File: config.mk
export PLATFORM = sky130hd
export DESIGN_NAME = earliest_event_scheduler_top
export DESIGN_NICKNAME = d
export VERILOG_FILES = /design/src/rtl/eesch_pkg.sv /design/src/rtl/eesch_cell.sv /design/src/rtl/eesch_scan.sv /design/src/rtl/earliest_event_scheduler_top.sv
export SDC_FILE = /design/constraint.sdc
export NUM_CORES = 1
export LEC_CHECK = 0
export BUFFER_PORTS_ARGS = -buffer_cell sky130_fd_sc_hd__clkbuf_2
export CORE_MARGIN = 2
export CORE_UTILIZATION = 45
export CTS_BUF_LIST = sky130_fd_sc_hd__clkbuf_2 sky130_fd_sc_hd__clkbuf_4 sky130_fd_sc_hd__clkbuf_8
export DETAILED_ROUTE_END_ITERATION = 6
export PLACE_DENSITY = 0.59
export SLEW_MARGIN = 20
export SYNTH_ARGS = -nofsm -noshare
export SYNTH_HDL_FRONTEND = slang
export SYNTH_SLANG_ARGS = --single-unit
File: constraint.sdc
create_clock -name clock -period 7.1 [get_ports clock]
set_clock_uncertainty 0.15 [all_clocks]
set_input_delay 0 -clock clock [delete_from_list [all_inputs] [get_ports clock]]
set_output_delay 0 -clock clock [all_outputs]
set_load 0.03 [all_outputs]
File: src/rtl/eesch_pkg.sv
// Shared types and constants of the earliest event scheduler.
package eesch_pkg;

   localparam int TIME_W              = 31;
   localparam int CMD_W               = 3;
   localparam int SLOT_IDX_W          = 4;
   localparam int EVENT_SLOTS_DEFAULT = 16;

   localparam logic [TIME_W-1:0] DISABLED_TIME = {TIME_W{1'b1}};

   typedef enum logic [CMD_W-1:0] {
      CMD_SET    = 3'd0,
      CMD_REBASE = 3'd1,
      CMD_POLL   = 3'd2,
      CMD_START  = 3'd3,
      CMD_STOP   = 3'd4
   } cmd_type;

   // Pass control from the sequencer to the head stage.
   typedef struct packed {
      logic clear;
      logic shift;
      logic do_set;
      logic do_rebase;
   } scan_ctrl_type;

endpackage

File: src/rtl/eesch_cell.sv
// One slot cell of the rotating time ring.
module eesch_cell #(
   parameter logic [eesch_pkg::TIME_W-1:0] RESET_TIME = '0
) (
   input  logic                         clock,
   input  logic                         reset,
   input  logic                         shift,
   input  logic [eesch_pkg::TIME_W-1:0] data_in,
   output logic [eesch_pkg::TIME_W-1:0] data_out
);

   logic [eesch_pkg::TIME_W-1:0] time_ff;
   logic [eesch_pkg::TIME_W-1:0] time_in;

   always_comb begin
      time_in = shift ? data_in : time_ff;
   end

   always_ff @(posedge clock) begin
      if (reset) begin
         time_ff <= RESET_TIME;
      end else begin
         time_ff <= time_in;
      end
   end

   assign data_out = time_ff;

endmodule

File: src/rtl/eesch_scan.sv
// Head stage of the ring: modify the passing slot and track the minimum.
module eesch_scan #(
   parameter int EVENT_SLOTS = eesch_pkg::EVENT_SLOTS_DEFAULT
) (
   input  logic                               clock,
   input  logic                               reset,
   input  eesch_pkg::scan_ctrl_type           ctrl,
   input  logic [eesch_pkg::SLOT_IDX_W-1:0]   slot_index,
   input  logic [eesch_pkg::TIME_W-1:0]       time_value,
   input  logic [eesch_pkg::TIME_W-1:0]       head_in,
   output logic [eesch_pkg::TIME_W-1:0]       head_out,
   output logic                               last,
   output logic [eesch_pkg::TIME_W-1:0]       min_time,
   output logic [$clog2(EVENT_SLOTS)-1:0]     min_slot
);

   localparam int SlotW = $clog2(EVENT_SLOTS);
   localparam int IdxW  = eesch_pkg::SLOT_IDX_W;
   localparam int CmpW  = (SlotW > IdxW) ? SlotW : IdxW;

   logic [SlotW-1:0]             cnt_ff, cnt_in;
   logic [eesch_pkg::TIME_W-1:0] min_ff, min_in;
   logic [SlotW-1:0]             min_slot_ff, min_slot_in;
   logic                         set_hit;

   always_comb begin
      set_hit = ctrl.do_set && (CmpW'(cnt_ff) == CmpW'(slot_index));
      last    = (cnt_ff == SlotW'(EVENT_SLOTS - 1));
      if (set_hit) begin
         head_out = time_value;
      end else if (ctrl.do_rebase && (head_in != eesch_pkg::DISABLED_TIME)) begin
         // saturate at zero on underflow
         head_out = (head_in > time_value) ? (head_in - time_value) : '0;
      end else begin
         head_out = head_in;
      end

      cnt_in      = cnt_ff;
      min_in      = min_ff;
      min_slot_in = min_slot_ff;
      if (ctrl.clear) begin
         cnt_in      = '0;
         min_in      = eesch_pkg::DISABLED_TIME;
         min_slot_in = '0;
      end else if (ctrl.shift) begin
         cnt_in = last ? '0 : cnt_ff + SlotW'(1);
         // strict compare keeps the lowest slot on ties
         if (head_out < min_ff) begin
            min_in      = head_out;
            min_slot_in = cnt_ff;
         end
      end
   end

   always_ff @(posedge clock) begin
      if (reset) begin
         cnt_ff      <= '0;
         min_ff      <= eesch_pkg::DISABLED_TIME;
         min_slot_ff <= '0;
      end else begin
         cnt_ff      <= cnt_in;
         min_ff      <= min_in;
         min_slot_ff <= min_slot_in;
      end
   end

   assign min_time = min_ff;
   assign min_slot = min_slot_ff;

endmodule

File: src/rtl/earliest_event_scheduler_top.sv
// Top level of the earliest event scheduler: slot ring, head stage and command sequencer.
//
//  channel | ports                                         | handshake
//  --------+-----------------------------------------------+-------------------------------
//  request | req_command, req_slot_index, req_time_value   | beat taken when start & !busy
//  result  | rsp_event_due, rsp_due_slot, rsp_next_time,   | beat shown one cycle with
//          | rsp_is_running                                | rsp_valid, always taken
//
//  Each command runs from its accept edge to its result beat as follows: the slot ring
//  rotates one cell per cycle through the single head stage for a full pass of all
//  EVENT_SLOTS cells, then the result is settled in the done state and registered onto
//  the result ports.
//  busy drops in the cycle that shows the result, so the next command may be taken there.
//  Reset is synchronous; the cells load their reset times at once (first and last slot
//  disabled, the rest zero), no clearing pass is needed.
//  The receiver cannot stall: a result beat is lost to nobody, it is held one cycle only.
module earliest_event_scheduler_top #(
   parameter int EVENT_SLOTS = eesch_pkg::EVENT_SLOTS_DEFAULT
) (
   input  logic                               clock,
   input  logic                               reset,
   input  logic                               start,
   output logic                               busy,
   input  logic [eesch_pkg::CMD_W-1:0]        req_command,
   input  logic [eesch_pkg::SLOT_IDX_W-1:0]   req_slot_index,
   input  logic [eesch_pkg::TIME_W-1:0]       req_time_value,
   output logic                               rsp_valid,
   output logic                               rsp_event_due,
   output logic [eesch_pkg::SLOT_IDX_W-1:0]   rsp_due_slot,
   output logic [eesch_pkg::TIME_W-1:0]       rsp_next_time,
   output logic                               rsp_is_running
);

   localparam int SlotW = $clog2(EVENT_SLOTS);
   localparam int IdxW  = eesch_pkg::SLOT_IDX_W;

   typedef enum logic [1:0] {
      ST_IDLE,
      ST_SCAN,
      ST_DONE
   } state_type;

   state_type                      state_ff, state_in;
   eesch_pkg::cmd_type             cmd_ff, cmd_in;
   logic [IdxW-1:0]                slot_ff, slot_in;
   logic [eesch_pkg::TIME_W-1:0]   tv_ff, tv_in;
   logic                           running_ff, running_in;
   logic [eesch_pkg::TIME_W-1:0]   earliest_ff, earliest_in;
   logic                           rsp_valid_ff, rsp_valid_in;
   logic                           rsp_due_ff, rsp_due_in;
   logic [IdxW-1:0]                rsp_slot_ff, rsp_slot_in;
   logic [eesch_pkg::TIME_W-1:0]   rsp_time_ff, rsp_time_in;
   logic                           rsp_run_ff, rsp_run_in;

   logic                           accept;
   eesch_pkg::scan_ctrl_type       ctrl;
   logic                           last;
   logic [eesch_pkg::TIME_W-1:0]   min_time;
   logic [SlotW-1:0]               min_slot;
   logic [eesch_pkg::TIME_W-1:0]   head_out;
   logic [eesch_pkg::TIME_W-1:0]   cell_q [EVENT_SLOTS];

   // Slot ring: each cell takes its upper neighbor, the top cell takes the head output.
   for (genvar i = 0; i < EVENT_SLOTS; i++) begin : g_cell
      localparam logic [eesch_pkg::TIME_W-1:0] ResetTime =
         ((i == 0) || (i == EVENT_SLOTS - 1)) ? eesch_pkg::DISABLED_TIME : '0;
      logic [eesch_pkg::TIME_W-1:0] cell_d;
      if (i == EVENT_SLOTS - 1) begin : g_top
         assign cell_d = head_out;
      end else begin : g_mid
         assign cell_d = cell_q[i+1];
      end
      eesch_cell #(
         .RESET_TIME (ResetTime)
      ) u_cell (
         .clock    (clock),
         .reset    (reset),
         .shift    (ctrl.shift),
         .data_in  (cell_d),
         .data_out (cell_q[i])
      );
   end

   eesch_scan #(
      .EVENT_SLOTS (EVENT_SLOTS)
   ) u_scan (
      .clock      (clock),
      .reset      (reset),
      .ctrl       (ctrl),
      .slot_index (slot_ff),
      .time_value (tv_ff),
      .head_in    (cell_q[0]),
      .head_out   (head_out),
      .last       (last),
      .min_time   (min_time),
      .min_slot   (min_slot)
   );

   always_comb begin
      busy   = (state_ff != ST_IDLE);
      accept = start && !busy;

      // Clear the trackers on accept, then rotate the ring one full turn.
      ctrl.clear     = accept;
      ctrl.shift     = (state_ff == ST_SCAN);
      ctrl.do_set    = ctrl.shift && (cmd_ff == eesch_pkg::CMD_SET);
      ctrl.do_rebase = ctrl.shift && (cmd_ff == eesch_pkg::CMD_REBASE);

      state_in     = state_ff;
      cmd_in       = cmd_ff;
      slot_in      = slot_ff;
      tv_in        = tv_ff;
      running_in   = running_ff;
      earliest_in  = earliest_ff;
      rsp_valid_in = 1'b0;
      rsp_due_in   = rsp_due_ff;
      rsp_slot_in  = rsp_slot_ff;
      rsp_time_in  = rsp_time_ff;
      rsp_run_in   = rsp_run_ff;

      unique case (state_ff)
         ST_IDLE: begin
            if (accept) begin
               cmd_in   = eesch_pkg::cmd_type'(req_command);
               slot_in  = req_slot_index;
               tv_in    = req_time_value;
               state_in = ST_SCAN;
            end
         end
         ST_SCAN: begin
            if (last) begin
               state_in = ST_DONE;
            end
         end
         ST_DONE: begin
            // The pass is complete: the ring is back in place, the minimum is final.
            rsp_due_in  = 1'b0;
            rsp_slot_in = '0;
            case (cmd_ff) inside
               eesch_pkg::CMD_SET, eesch_pkg::CMD_REBASE: begin
                  earliest_in = running_ff ? min_time : '0;
               end
               eesch_pkg::CMD_POLL: begin
                  if (running_ff && (earliest_ff != eesch_pkg::DISABLED_TIME) &&
                      (earliest_ff <= tv_ff)) begin
                     rsp_due_in  = 1'b1;
                     rsp_slot_in = IdxW'(min_slot);
                  end
               end
               eesch_pkg::CMD_START: begin
                  running_in  = 1'b1;
                  earliest_in = min_time;
               end
               eesch_pkg::CMD_STOP: begin
                  running_in  = 1'b0;
                  earliest_in = '0;
               end
               default: begin
                  // unknown command: drop it, report the state unchanged
               end
            endcase
            rsp_time_in  = earliest_in;
            rsp_run_in   = running_in;
            rsp_valid_in = 1'b1;
            state_in     = ST_IDLE;
         end
         default: begin
            state_in = ST_IDLE;
         end
      endcase
   end

   always_ff @(posedge clock) begin
      if (reset) begin
         state_ff     <= ST_IDLE;
         running_ff   <= 1'b0;
         earliest_ff  <= '0;
         rsp_valid_ff <= 1'b0;
      end else begin
         state_ff     <= state_in;
         running_ff   <= running_in;
         earliest_ff  <= earliest_in;
         rsp_valid_ff <= rsp_valid_in;
      end
      cmd_ff      <= cmd_in;
      slot_ff     <= slot_in;
      tv_ff       <= tv_in;
      rsp_due_ff  <= rsp_due_in;
      rsp_slot_ff <= rsp_slot_in;
      rsp_time_ff <= rsp_time_in;
      rsp_run_ff  <= rsp_run_in;
   end

   assign rsp_valid      = rsp_valid_ff;
   assign rsp_event_due  = rsp_due_ff;
   assign rsp_due_slot   = rsp_slot_ff;
   assign rsp_next_time  = rsp_time_ff;
   assign rsp_is_running = rsp_run_ff;

endmodule

== After elaboration in Yosys (flattened, before gate mapping) ==
Index checks and enable logic that the tools add are counted.

* Add/sub/neg operators: 2
* Magnitude comparators: 3
* Eq/ne operators: 12
* Muxes and demuxes: 18
* Bitwise gates (word level): 2
* Reduce and logical (&&, ||, !) cells: 18

{| class="wikitable"
|+ Operators by type and width
! operator !! number
|-
| $mux 31 || 8
|-
| $ne 31x31->1 const B || 2
|-
| $gt 31x31->1 || 1
|-
| $le 31x31->1 || 1
|-
| $lt 31x31->1 || 1
|-
| $sub 31x31->31 || 1
|-
| $logic_and 1x1->1 || 7
|-
| $eq 3x2->1 const B || 2
|-
| $mux 1 || 6
|-
| $reduce_and 2->1 || 3
|-
| $add 4x1->4 const B || 1
|-
| $eq 4x4->1 || 1
|-
| $eq 4x4->1 const B || 1
|-
| $mux 2 || 2
|-
| $mux 4 || 1
|-
| $ne 2x2->1 const B || 2
|-
| $pmux 2 s2 || 1
|-
| $reduce_or 2->1 || 2
|-
| $reduce_or 4->1 || 1
|-
| $eq 3x1->1 const B || 1
|-
| $eq 3x3->1 const B || 1
|-
| $logic_not 3->1 || 1
|-
| $reduce_or 3->1 || 1
|-
| $eq 2x1->1 const B || 1
|-
| 5 further kinds || 6
|}

* Register bits: 645
* Input port bits: 41
* Output and inout port bits: 39
* Logic and storage cells: 85

== Depth between registers and ports, before layout ==
Gate-level depths: netlist of run 1.

* Depth in word-level cells: 7
* Depth in mapped cells: 22
* Depth with buffers taken out: 21

== Cells and area by module ==
Synthesis of run 1 repeated with hierarchy kept, for this count alone.

* Cell total of the unflattened synthesis: 2,691
* Area total of the unflattened synthesis: 27,747.9 um2

{| class="wikitable"
|+ Modules (own cells, without submodules)
! module !! times used !! cells an instance !! area each (um2) !! seq. area each (um2)
|-
| eesch_cell (g_cell[10].u_cell ...) || 14 || 100 || 1,129.8 || 620.6
|-
| eesch_scan || 1 || 677 || 4,844.6 || 780.7
|-
| earliest_event_scheduler_top || 1 || 410 || 4,760.8 || 2,952.8
|-
| eesch_cell (g_cell[0].u_cell ...) || 2 || 102 || 1,162.4 || 620.6
|}

== Worst setup path after synthesis of run 1 ==
Ideal clock, no wire load.

* Path kind: register to register
* Start: register tv_ff[0] (netlist name)
* End: register u_scan.min_ff, in the netlist u_scan.min_time[10]
* Library setup time: 0.147 ns
* Data arrival time: 4.454 ns
* Required time: 6.803 ns
* Setup slack: 2.349 ns
* Stages on the path, launching flop included: 21
* Buffers on the path: 1
* Clock period less this slack: 4.751 ns
* Path through: edfxtp_1 > ha_1 > inv_1 > fa_1 > a21o_1 > a221o_1 > a32oi_2 > nand2_2 > xnor2_1 > a221oi_1 > a21oi_1 > ha_1 > a2111oi_0 > o21ai_1 > a221oi_1 > o211ai_1 > nor2_1 > o311ai_4 > a31oi_4 > buf_4 > o211ai_2

* Word-level cells in the longest chain between the ends: 6
* Elaborated cells on any way between the ends: 7
* Classes of those cells: 1 x add/sub; 2 x order compare; 3 x mux; 1 x reduce/logical

{| class="wikitable"
|+ Ends and longest elaborated chain
! item !! line !! source
|-
| from (decl) || earliest_event_scheduler_top.sv:46 || <nowiki>logic [eesch_pkg::TIME_W-1:0] tv_ff, tv_in;</nowiki>
|-
| from (signal assigned) || earliest_event_scheduler_top.sv:187 || <nowiki>tv_ff <= tv_in;</nowiki>
|-
| $sub 31x31->31 or $gt 31x31->1 (tied branches) || eesch_scan.sv:33 || <nowiki>head_out = (head_in > time_value) ? (head_in - time_value) : '0;</nowiki>
|-
| $mux 31 (*) || eesch_scan.sv:33 ||
|-
| $mux 31 (*) || eesch_scan.sv:31 || <nowiki>end else if (ctrl.do_rebase && (head_in != eesch_pkg::DISABLED_TIME)) begin</nowiki>
|-
| $mux 31 (*) || eesch_scan.sv:29 || <nowiki>if (set_hit) begin</nowiki>
|-
| via g_cell[15].cell_d, one bit || earliest_event_scheduler_top.sv:67 || <nowiki>logic [eesch_pkg::TIME_W-1:0] cell_d;</nowiki>
|-
| $lt 31x31->1 (*) || eesch_scan.sv:48 || <nowiki>if (head_out < min_ff) begin</nowiki>
|-
| $reduce_and 2->1 (no line) (*) || -- ||
|-
| to (signal assigned) || eesch_scan.sv:58 || <nowiki>min_ff <= eesch_pkg::DISABLED_TIME;</nowiki>
|-
| to (signal assigned) || eesch_scan.sv:62 || <nowiki>min_ff <= min_in;</nowiki>
|-
| to (decl) || eesch_scan.sv:22 || <nowiki>logic [eesch_pkg::TIME_W-1:0] min_ff, min_in;</nowiki>
|}

Mark *: on every way through the listed nets, which the timed path passes. The rest lies on a longest branch.
A chain may end at the register's enable or synchronous reset.

== Worst setup path in the final report of run 1 ==
* Start: register tv_ff[19] (netlist name)
* End: register u_scan.min_slot_ff[0], in the netlist u_scan.min_slot[0]

* Word-level cells in the longest chain between the ends: 6
* Elaborated cells on any way between the ends: 7
* Classes of those cells: 1 x add/sub; 2 x order compare; 3 x mux; 1 x reduce/logical

{| class="wikitable"
|+ Ends and longest elaborated chain
! item !! line !! source
|-
| $gt 31x31->1 || eesch_scan.sv:33 ||
|-
| $mux 31 || eesch_scan.sv:33 ||
|-
| $mux 31 || eesch_scan.sv:31 ||
|-
| $mux 31 || eesch_scan.sv:29 ||
|-
| via g_cell[15].cell_d, one bit || earliest_event_scheduler_top.sv:67 ||
|-
| $lt 31x31->1 || eesch_scan.sv:48 ||
|-
| $reduce_and 2->1 (no line) || -- ||
|-
| to (signal assigned) || eesch_scan.sv:63 || <nowiki>min_slot_ff <= min_slot_in;</nowiki>
|-
| to (decl) || eesch_scan.sv:23 || <nowiki>logic [SlotW-1:0] min_slot_ff, min_slot_in;</nowiki>
|}

The timed path passes the listed nets, and every way through them passes these cells.

==> metrics.yaml, run 1 <==
cts-root-buf: "clkbuf_8"
max-slew-margin-rel: 0.272
synth_cell_types: 74
port_buffers: 79
startpoint_type: "flop"
cts_tree: "built"
drt-pass1-iter-count: 5
synth_top_area_frac: 0.434
synthAdderAreaFrac: 0.0455
fp.dieH_um: 246
antenna_found_initial: 4
fin_crit_ns: 5.98
cts_sinks: 645
nFillCells: 5531
tightest_slew_ns: 1.09
grt_first_pass_wirelength_um: 114000
regArea_um2: 13700
crit_required_ns: 7.56
yosys.area.top_type: "dfxtp_1"
muxShareOfSynthArea: 0.0126
clk_pin_slew_worst_paths_ns: 0.06
maxCapViolCount: 0
final_layout_size_suffix_gt1_frac: 0.104
path_class: "flop to flop"
cts_buffers: 107
rows: 88
io_pins: 80
ant_nets: 0
wl_um: 72300
synth_compound_area_frac: 0.167
dp_hpwl_um: 48200
hold_path.class: "input pin to flop"
status: "complete, no violations"
grt_remaining_overflow: 0
preCtsSetupSlack_ns: 1.19
ys_top_cells_by_count: "1047 x nand2_1, 570 x dfxtp_1, 508 x a21oi_1, 184 x clkbuf_1, 94 x ha_1"
start_util: 0.456
syn_inst: 3140
async_flop_share: 0
grt_max_degree: 227
gr-usage-all-layers: 0.239
synthSimpleGateAreaFrac: 0.200
yosys_warnings: 0
slew_violations: 0
htree_levels: 3
vdd_drop_max_mv: 0.144
end_kind: "flop"
die-area_um2: 60400
final_nets: 3358
coreArea_um2: 57700
max_freq_ghz: 0.167
ys_ff_latch: 645
yosys.area_share.xor_xnor: 0.0103
cts_resized: 0
wire_per_inst_um: 17.7
rsz0062_at_grt: "no"
synth_area_leaders: "dfxtp_1 43%, nand2_1 15%, a21oi_1 9.7%, edfxtp_1 8.6%, ha_1 4.5%"
synthToLayoutAreaGrowth_pct: 14.9
cts_max_path_buffers: 3
multi_input_area_um2: 11500
place_congestion: 0.904
synth_top_family_by_area: "simple AND/OR/NAND/NOR gates"
setup_viol: 0
die_width_um: 246
p_leak_nw: 11.3
layout_setup_ws_ns: 1.12
grt_pass1_vias: 20500
drc: 0
r2r_slack_ns: 1.12
synth.yosys.seq_area_share: 0.520
synth_area_um2: 26300
fin_crit_sh: 0.843
arrival_ns: 6.44
ys.flop_type: "dfxtp_1"
fin_tns_setup_ns: 0
syn_nets: 3276
timing_hold_violations_final: 0
dr.first_iter.drc_count: 1445
crit_fanout: 33
routed_via_density: 5.29
yosysMostFrequentCell: "nand2_1"
vias: 21600
p_per_area_nw_per_um2: 270
insertion_delay_ns: 0.71
synth-edff-count: 75
avgSynthCellArea_um2: 8.37
-- worst max-delay path, cell delays in order (launching register included) --
cell and delay [ns]:
edfxtp_1 0.36, inv_1 0.08, ha_1 0.51, nand4_1 0.13, o22ai_1 0.15, o21ai_0 0.16
o31ai_1 0.45, o21ba_4 0.61, a221oi_1 0.16, a21oi_1 0.33, ha_1 0.32, a2111oi_0 0.37
o21ai_1 0.12, a221oi_1 0.41, o211ai_1 0.19, nor2_1 0.22, o311ai_4 0.15, a31oi_4 0.52
buf_12 0.27, nand3_1 0.11, o31ai_2 0.08
-- state kept, by name, indices dropped and copies added, names as in the netlist, 4 cells and up --
register and cells:
u_scan.min_slot 4, tv_ff 31, g_cell.u_cell.data_out 496, u_scan.min_time 31
earliest_ff 31, rsp_due_slot 4, u_scan.cnt_ff 4, rsp_next_time 31
slot_ff 4
-- stage by stage --
stage | utilization | cell area, um2 | cells | power (W) | hold slack [ns]
6_report | 0.524 | 30200 | 4077 | 0.00815 | 0.150
5_1_grt | 0.524 | 30200 | 4076 | 0.00851 | 0.169
4_1_cts | 0.524 | 30200 | 4075 | 0.00825 | 0.0960
3_5_place_dp | 0.470 | 27100 | 3800 | 0.00474 | 0.0286
3_3_place_gp | 0.470 | 27100 | 3800 | 0.00475 | 0.0334
2_1_floorplan | - | 26300 | 3140 | 0.00448 | -0.0511
-- path summary, 6_finish.rpt --
check,startpoint,end,cells after the start
setup / recovery,tv_ff[19],u_scan.min_slot[0],20
hold / removal,reset,g_cell[4].u_cell.data_out[1],3
setup reg to reg,tv_ff[19],u_scan.min_slot[0],20
hold reg to reg,g_cell[13].u_cell.data_out[9],g_cell[12].u_cell.data_out[9],2
-- area by class of cell --
class	instances	share of cell area
sequential	645	0.452
multi-input combinational	2196	0.381
timing repair buffer	186	0.0478
clock buffer	177	0.0715
antenna	2	0.000166
clock inverter	20	0.00522
inverter	86	0.0107
tap	765	0.0317
-- timing repair --
item                                   in CTS  in global routing
setup buffers                               0                  0
hold buffers                               78                  0
endpoints found under the hold margin     210                  0
-- where the power goes --
| part | switching, W | internal, W |
|---|---|---|
| clock | 0.00148 | 0.00196 |
| sequential | 0.0000569 | 0.00377 |
| combinational | 0.000600 | 0.000277 |
-- metal layers --
metal,track usage,part of all wire,vias to the layer above
met5,0,0,-
met4,0.0945,0.030,0
met3,0.0408,0.049,106
met2,0.372,0.45,468
met1,0.328,0.47,10200
li1,-,-,10800
-- kinds of logic after synthesis --
family                     after synthesis
adders and majority gates               95
and+or+nand+nor                       1301
buffers and inverters                  299
DFF                                    645
muxes                                   33
AOI/OAI and AO/OA                      736
xor gates and xnor gates                31
-- cell usage in the layout, fill, tap and decap left out, types with 44 or more instances in the layout --
cell type,instances
a21oi_1,508
dlygate4sd3_1,78
clkbuf_2,78
nor2_1,60
inv_1,85
clkbuf_8,133
clkbuf_4,44
ha_1,94
nand3_1,80
dfxtp_1,570
nand2_1,1047
edfxtp_1,75
Power figures use the tool's default switching activity.
==> run 2: changes to the inputs <==
- ABC_AREA: unset -> 1
- clock period: 7.1 -> 5.9 ns (I/O delays scaled with it)
==> run 2 against run 1 <==
- maximum frequency is 18% higher
- first-iteration DRC count is 3.0% higher
- die area grew 0.26%
- synthesized cell count grew 7.7%
- setup slack got worse by 0.29 ns
- count of clock-buffer cells in the layout shrank 3
==> metrics.yaml, run 2 <==
status: "complete, no violations"
htree_levels: 3  # unchanged
slowest_stage: "a22oi_1"
rows: 88  # unchanged
yosysMostFrequentCell: "nor2_1"
async_flop_share: 0  # unchanged
path_class: "flop to flop"
wire_per_inst_um: 17.2  # -3.2%
antenna_found_initial: 1  # -3
drc: 0  # unchanged
dp_hpwl_um: 51400  # +6.8%
hold_path.class: "flop to flop"
synth.yosys.seq_area_share: 0.518  # -0.00136
fin_crit_sh: 0.859  # +0.0163
cts_tree: "built"
synth_area_leaders: "dfxtp_1 43%, nor2_1 14%, o21ai_0 9.4%, edfxtp_1 8.5%, nand2_1 5.0%"
synth_cell_types: 48  # -35%
arrival_ns: 5.48  # -0.96 ns
gr-usage-all-layers: 0.249  # +0.0101
rsz0062_at_grt: "no"
grt_pass1_vias: 21800  # +6.0%
yosys_warnings: 0  # unchanged
crit_fanout: 16  # -52%
cts_buffers: 105  # -1.9%
fin_crit_ns: 5.07  # -0.915 ns
slew_violations: 0  # unchanged
drt-pass1-iter-count: 7  # +2
post_cts_buffers: 0  # unchanged
cts_max_path_buffers: 3  # unchanged
utilization: 0.531  # +0.00692
crit_required_ns: 6.31  # -1.25 ns
crit_top_cell: "nand2_1"
p_per_area_nw_per_um2: 349  # +29%
grt_max_degree: 157  # -31%
clk_pin_slew_worst_paths_ns: 0.07  # about the same
coreArea_um2: 57800  # +0.19%
slowest_delay_ns: 0.46  # -0.15 ns
vdd_drop_max_mv: 0.256  # +78%
ant_nets: 0  # unchanged
syn_nets: 3519  # +7.4%
dpl_cell_area_um2: 27500  # +1.3%
max_freq_ghz: 0.197  # +18%
synth-edff-count: 75  # unchanged
final_nets: 3637  # +8.3%
final_cell_mix: "959 x nor2_1, 570 x dfxtp_1, 496 x o21ai_0"
end_kind: "flop"
place_congestion: 0.928  # +2.7%
ys_top_cells_by_count: "962 x nor2_1, 570 x dfxtp_1, 496 x o21ai_0, 354 x nand2_1, 194 x clkbuf_1"
routed_via_density: 5.20  # -1.7%
maxCapViolCount: 0  # unchanged
final_layout_size_suffix_gt1_frac: 0.0959  # -0.00835
syn_inst: 3383  # +7.7%
grt_remaining_overflow: 0  # unchanged
wl_um: 74800  # +3.4%
fin_tns_setup_ns: 0  # unchanged
port_buffers: 79  # unchanged
final_common_cell: "nor2_1"
p_leak_nw: 13.3  # +18%
largest_register_ff_count: 496  # unchanged
synth_top_area_frac: 0.433  # -0.00113
cts_sinks: 645  # unchanged
tightest_slew_ns: 1.09  # -0.00500 ns
startpoint_type: "flop"
insertion_delay_ns: 0.71  # about the same
fp.dieH_um: 246  # +0.13%
vias: 22700  # +5.0%
nFillCells: 5644  # +2.0%
start_util: 0.456  # about the same
cts-root-buf: "clkbuf_8"
io_pins: 80  # unchanged
avgSynthCellArea_um2: 7.79  # -6.9%
ys.flop_type: "dfxtp_1"
grt_first_pass_wirelength_um: 120000  # +4.9%
timing_hold_violations_final: 0  # unchanged
ys_ff_latch: 645  # unchanged
synth_area_um2: 26400  # +0.26%
dr.first_iter.drc_count: 1488  # +3.0%
design_area_um2: 30700  # +1.5%
setup_viol: 0  # unchanged
yosys.area.top_type: "dfxtp_1"
die-area_um2: 60500  # +0.26%
max-slew-margin-rel: 0.268  # -0.00335
synthToLayoutAreaGrowth_pct: 16.4
die_width_um: 246  # +0.13%
[run 2: changes by cell type after synthesis, moves of 18 or more]
cell | previous run | this run
nand2_1 | 1047 | 354
nor2_1 | 63 | 962
nand3_1 | 80 | 116
o32ai_1 | 0 | 31
a21o_1 | 25 | 6
a22oi_1 | 2 | 20
a22o_1 | 31 | 0
a21oi_1 | 508 | 161
o21ai_0 | 34 | 496
inv_1 | 85 | 189
mux2i_1 | 33 | 0
[run 2: report_power, final]
part	total (W)	switching, W	internal (W)
Clock	0.00429	0.00180	0.00249
Combinational	0.00147	0.000953	0.000515
Sequential	0.00494	0.000172	0.00477
Total	0.0107	0.00292	0.00778
[run 2: repair_timing]
item / CTS / global route
resized for setup: 0 / 0
hold endpoints to repair: 264 / 0
hold buffers: 80 / 0
[run 2: cell type report]
cell class	count	area, um2	area share
inverter	195	747	0.0244
tap	765	957	0.0312
clock buffer	174	2160	0.0703
antenna	2	5.00	0.000163
clock inverter	20	245	0.00800
multi-input combinational	2336	11200	0.365
sequential	645	13700	0.445
timing repair buffer	218	1690	0.0552
[run 2: cells by family after synthesis]
logic type,synth area share
buffers and inverters,0.0580
adder cells (fa/ha/maj),0.0454
flip-flops,0.518
AND/OR/NAND/NOR,0.220
XOR/XNOR,0.00598
AO/OA/AOI/OAI,0.152
[run 2: worst paths after layout]
check | slack [ns] | depth (start not counted) | startpoint | endpoint
worst max-delay path | 0.83 | 28 | tv_ff[1] | u_scan.min_time[23]
worst min-delay path | 0.30 | 2 | g_cell[1].u_cell.data_out[15] | g_cell[0].u_cell.data_out[15]
worst max register to register | 0.83 | 28 | tv_ff[1] | u_scan.min_time[23]
worst min register to register | 0.30 | 2 | g_cell[1].u_cell.data_out[15] | g_cell[0].u_cell.data_out[15]
[run 2: routing by layer]
metal / vias to the layer above / GRT usage / part of all wire / wire length (um)
li1: 11400 / - / - / -
met1: 10800 / 0.343 / 0.48 / 36200
met2: 407 / 0.402 / 0.45 / 34000
met3: 93 / 0.0357 / 0.041 / 3040
met4: 0 / 0.0766 / 0.021 / 1580
met5: - / 0 / 0 / 0
[run 2: worst max-delay path, delay by kind of cell (launching register included)]
kind,cells,cell delay (ns)
and+or+nand+nor,15,1.68
AOI/OAI and AO/OA,7,1.26
buffers and inverters,4,0.75
adders and majority gates,2,0.77
DFF,1,0.33
[run 2: through the flow]
step	total power [W]	instances	hold slack, ns	setup slack [ns]
6_report	0.0107	4355	0.303	0.831
5_1_grt	0.0112	4354	0.332	0.416
4_1_cts	0.0108	4353	0.304	0.866
3_5_place_dp	0.00646	4079	0.0291	0.892
3_3_place_gp	0.00645	4079	0.0268	0.913
2_1_floorplan	0.00599	3383	-0.0511	1.71
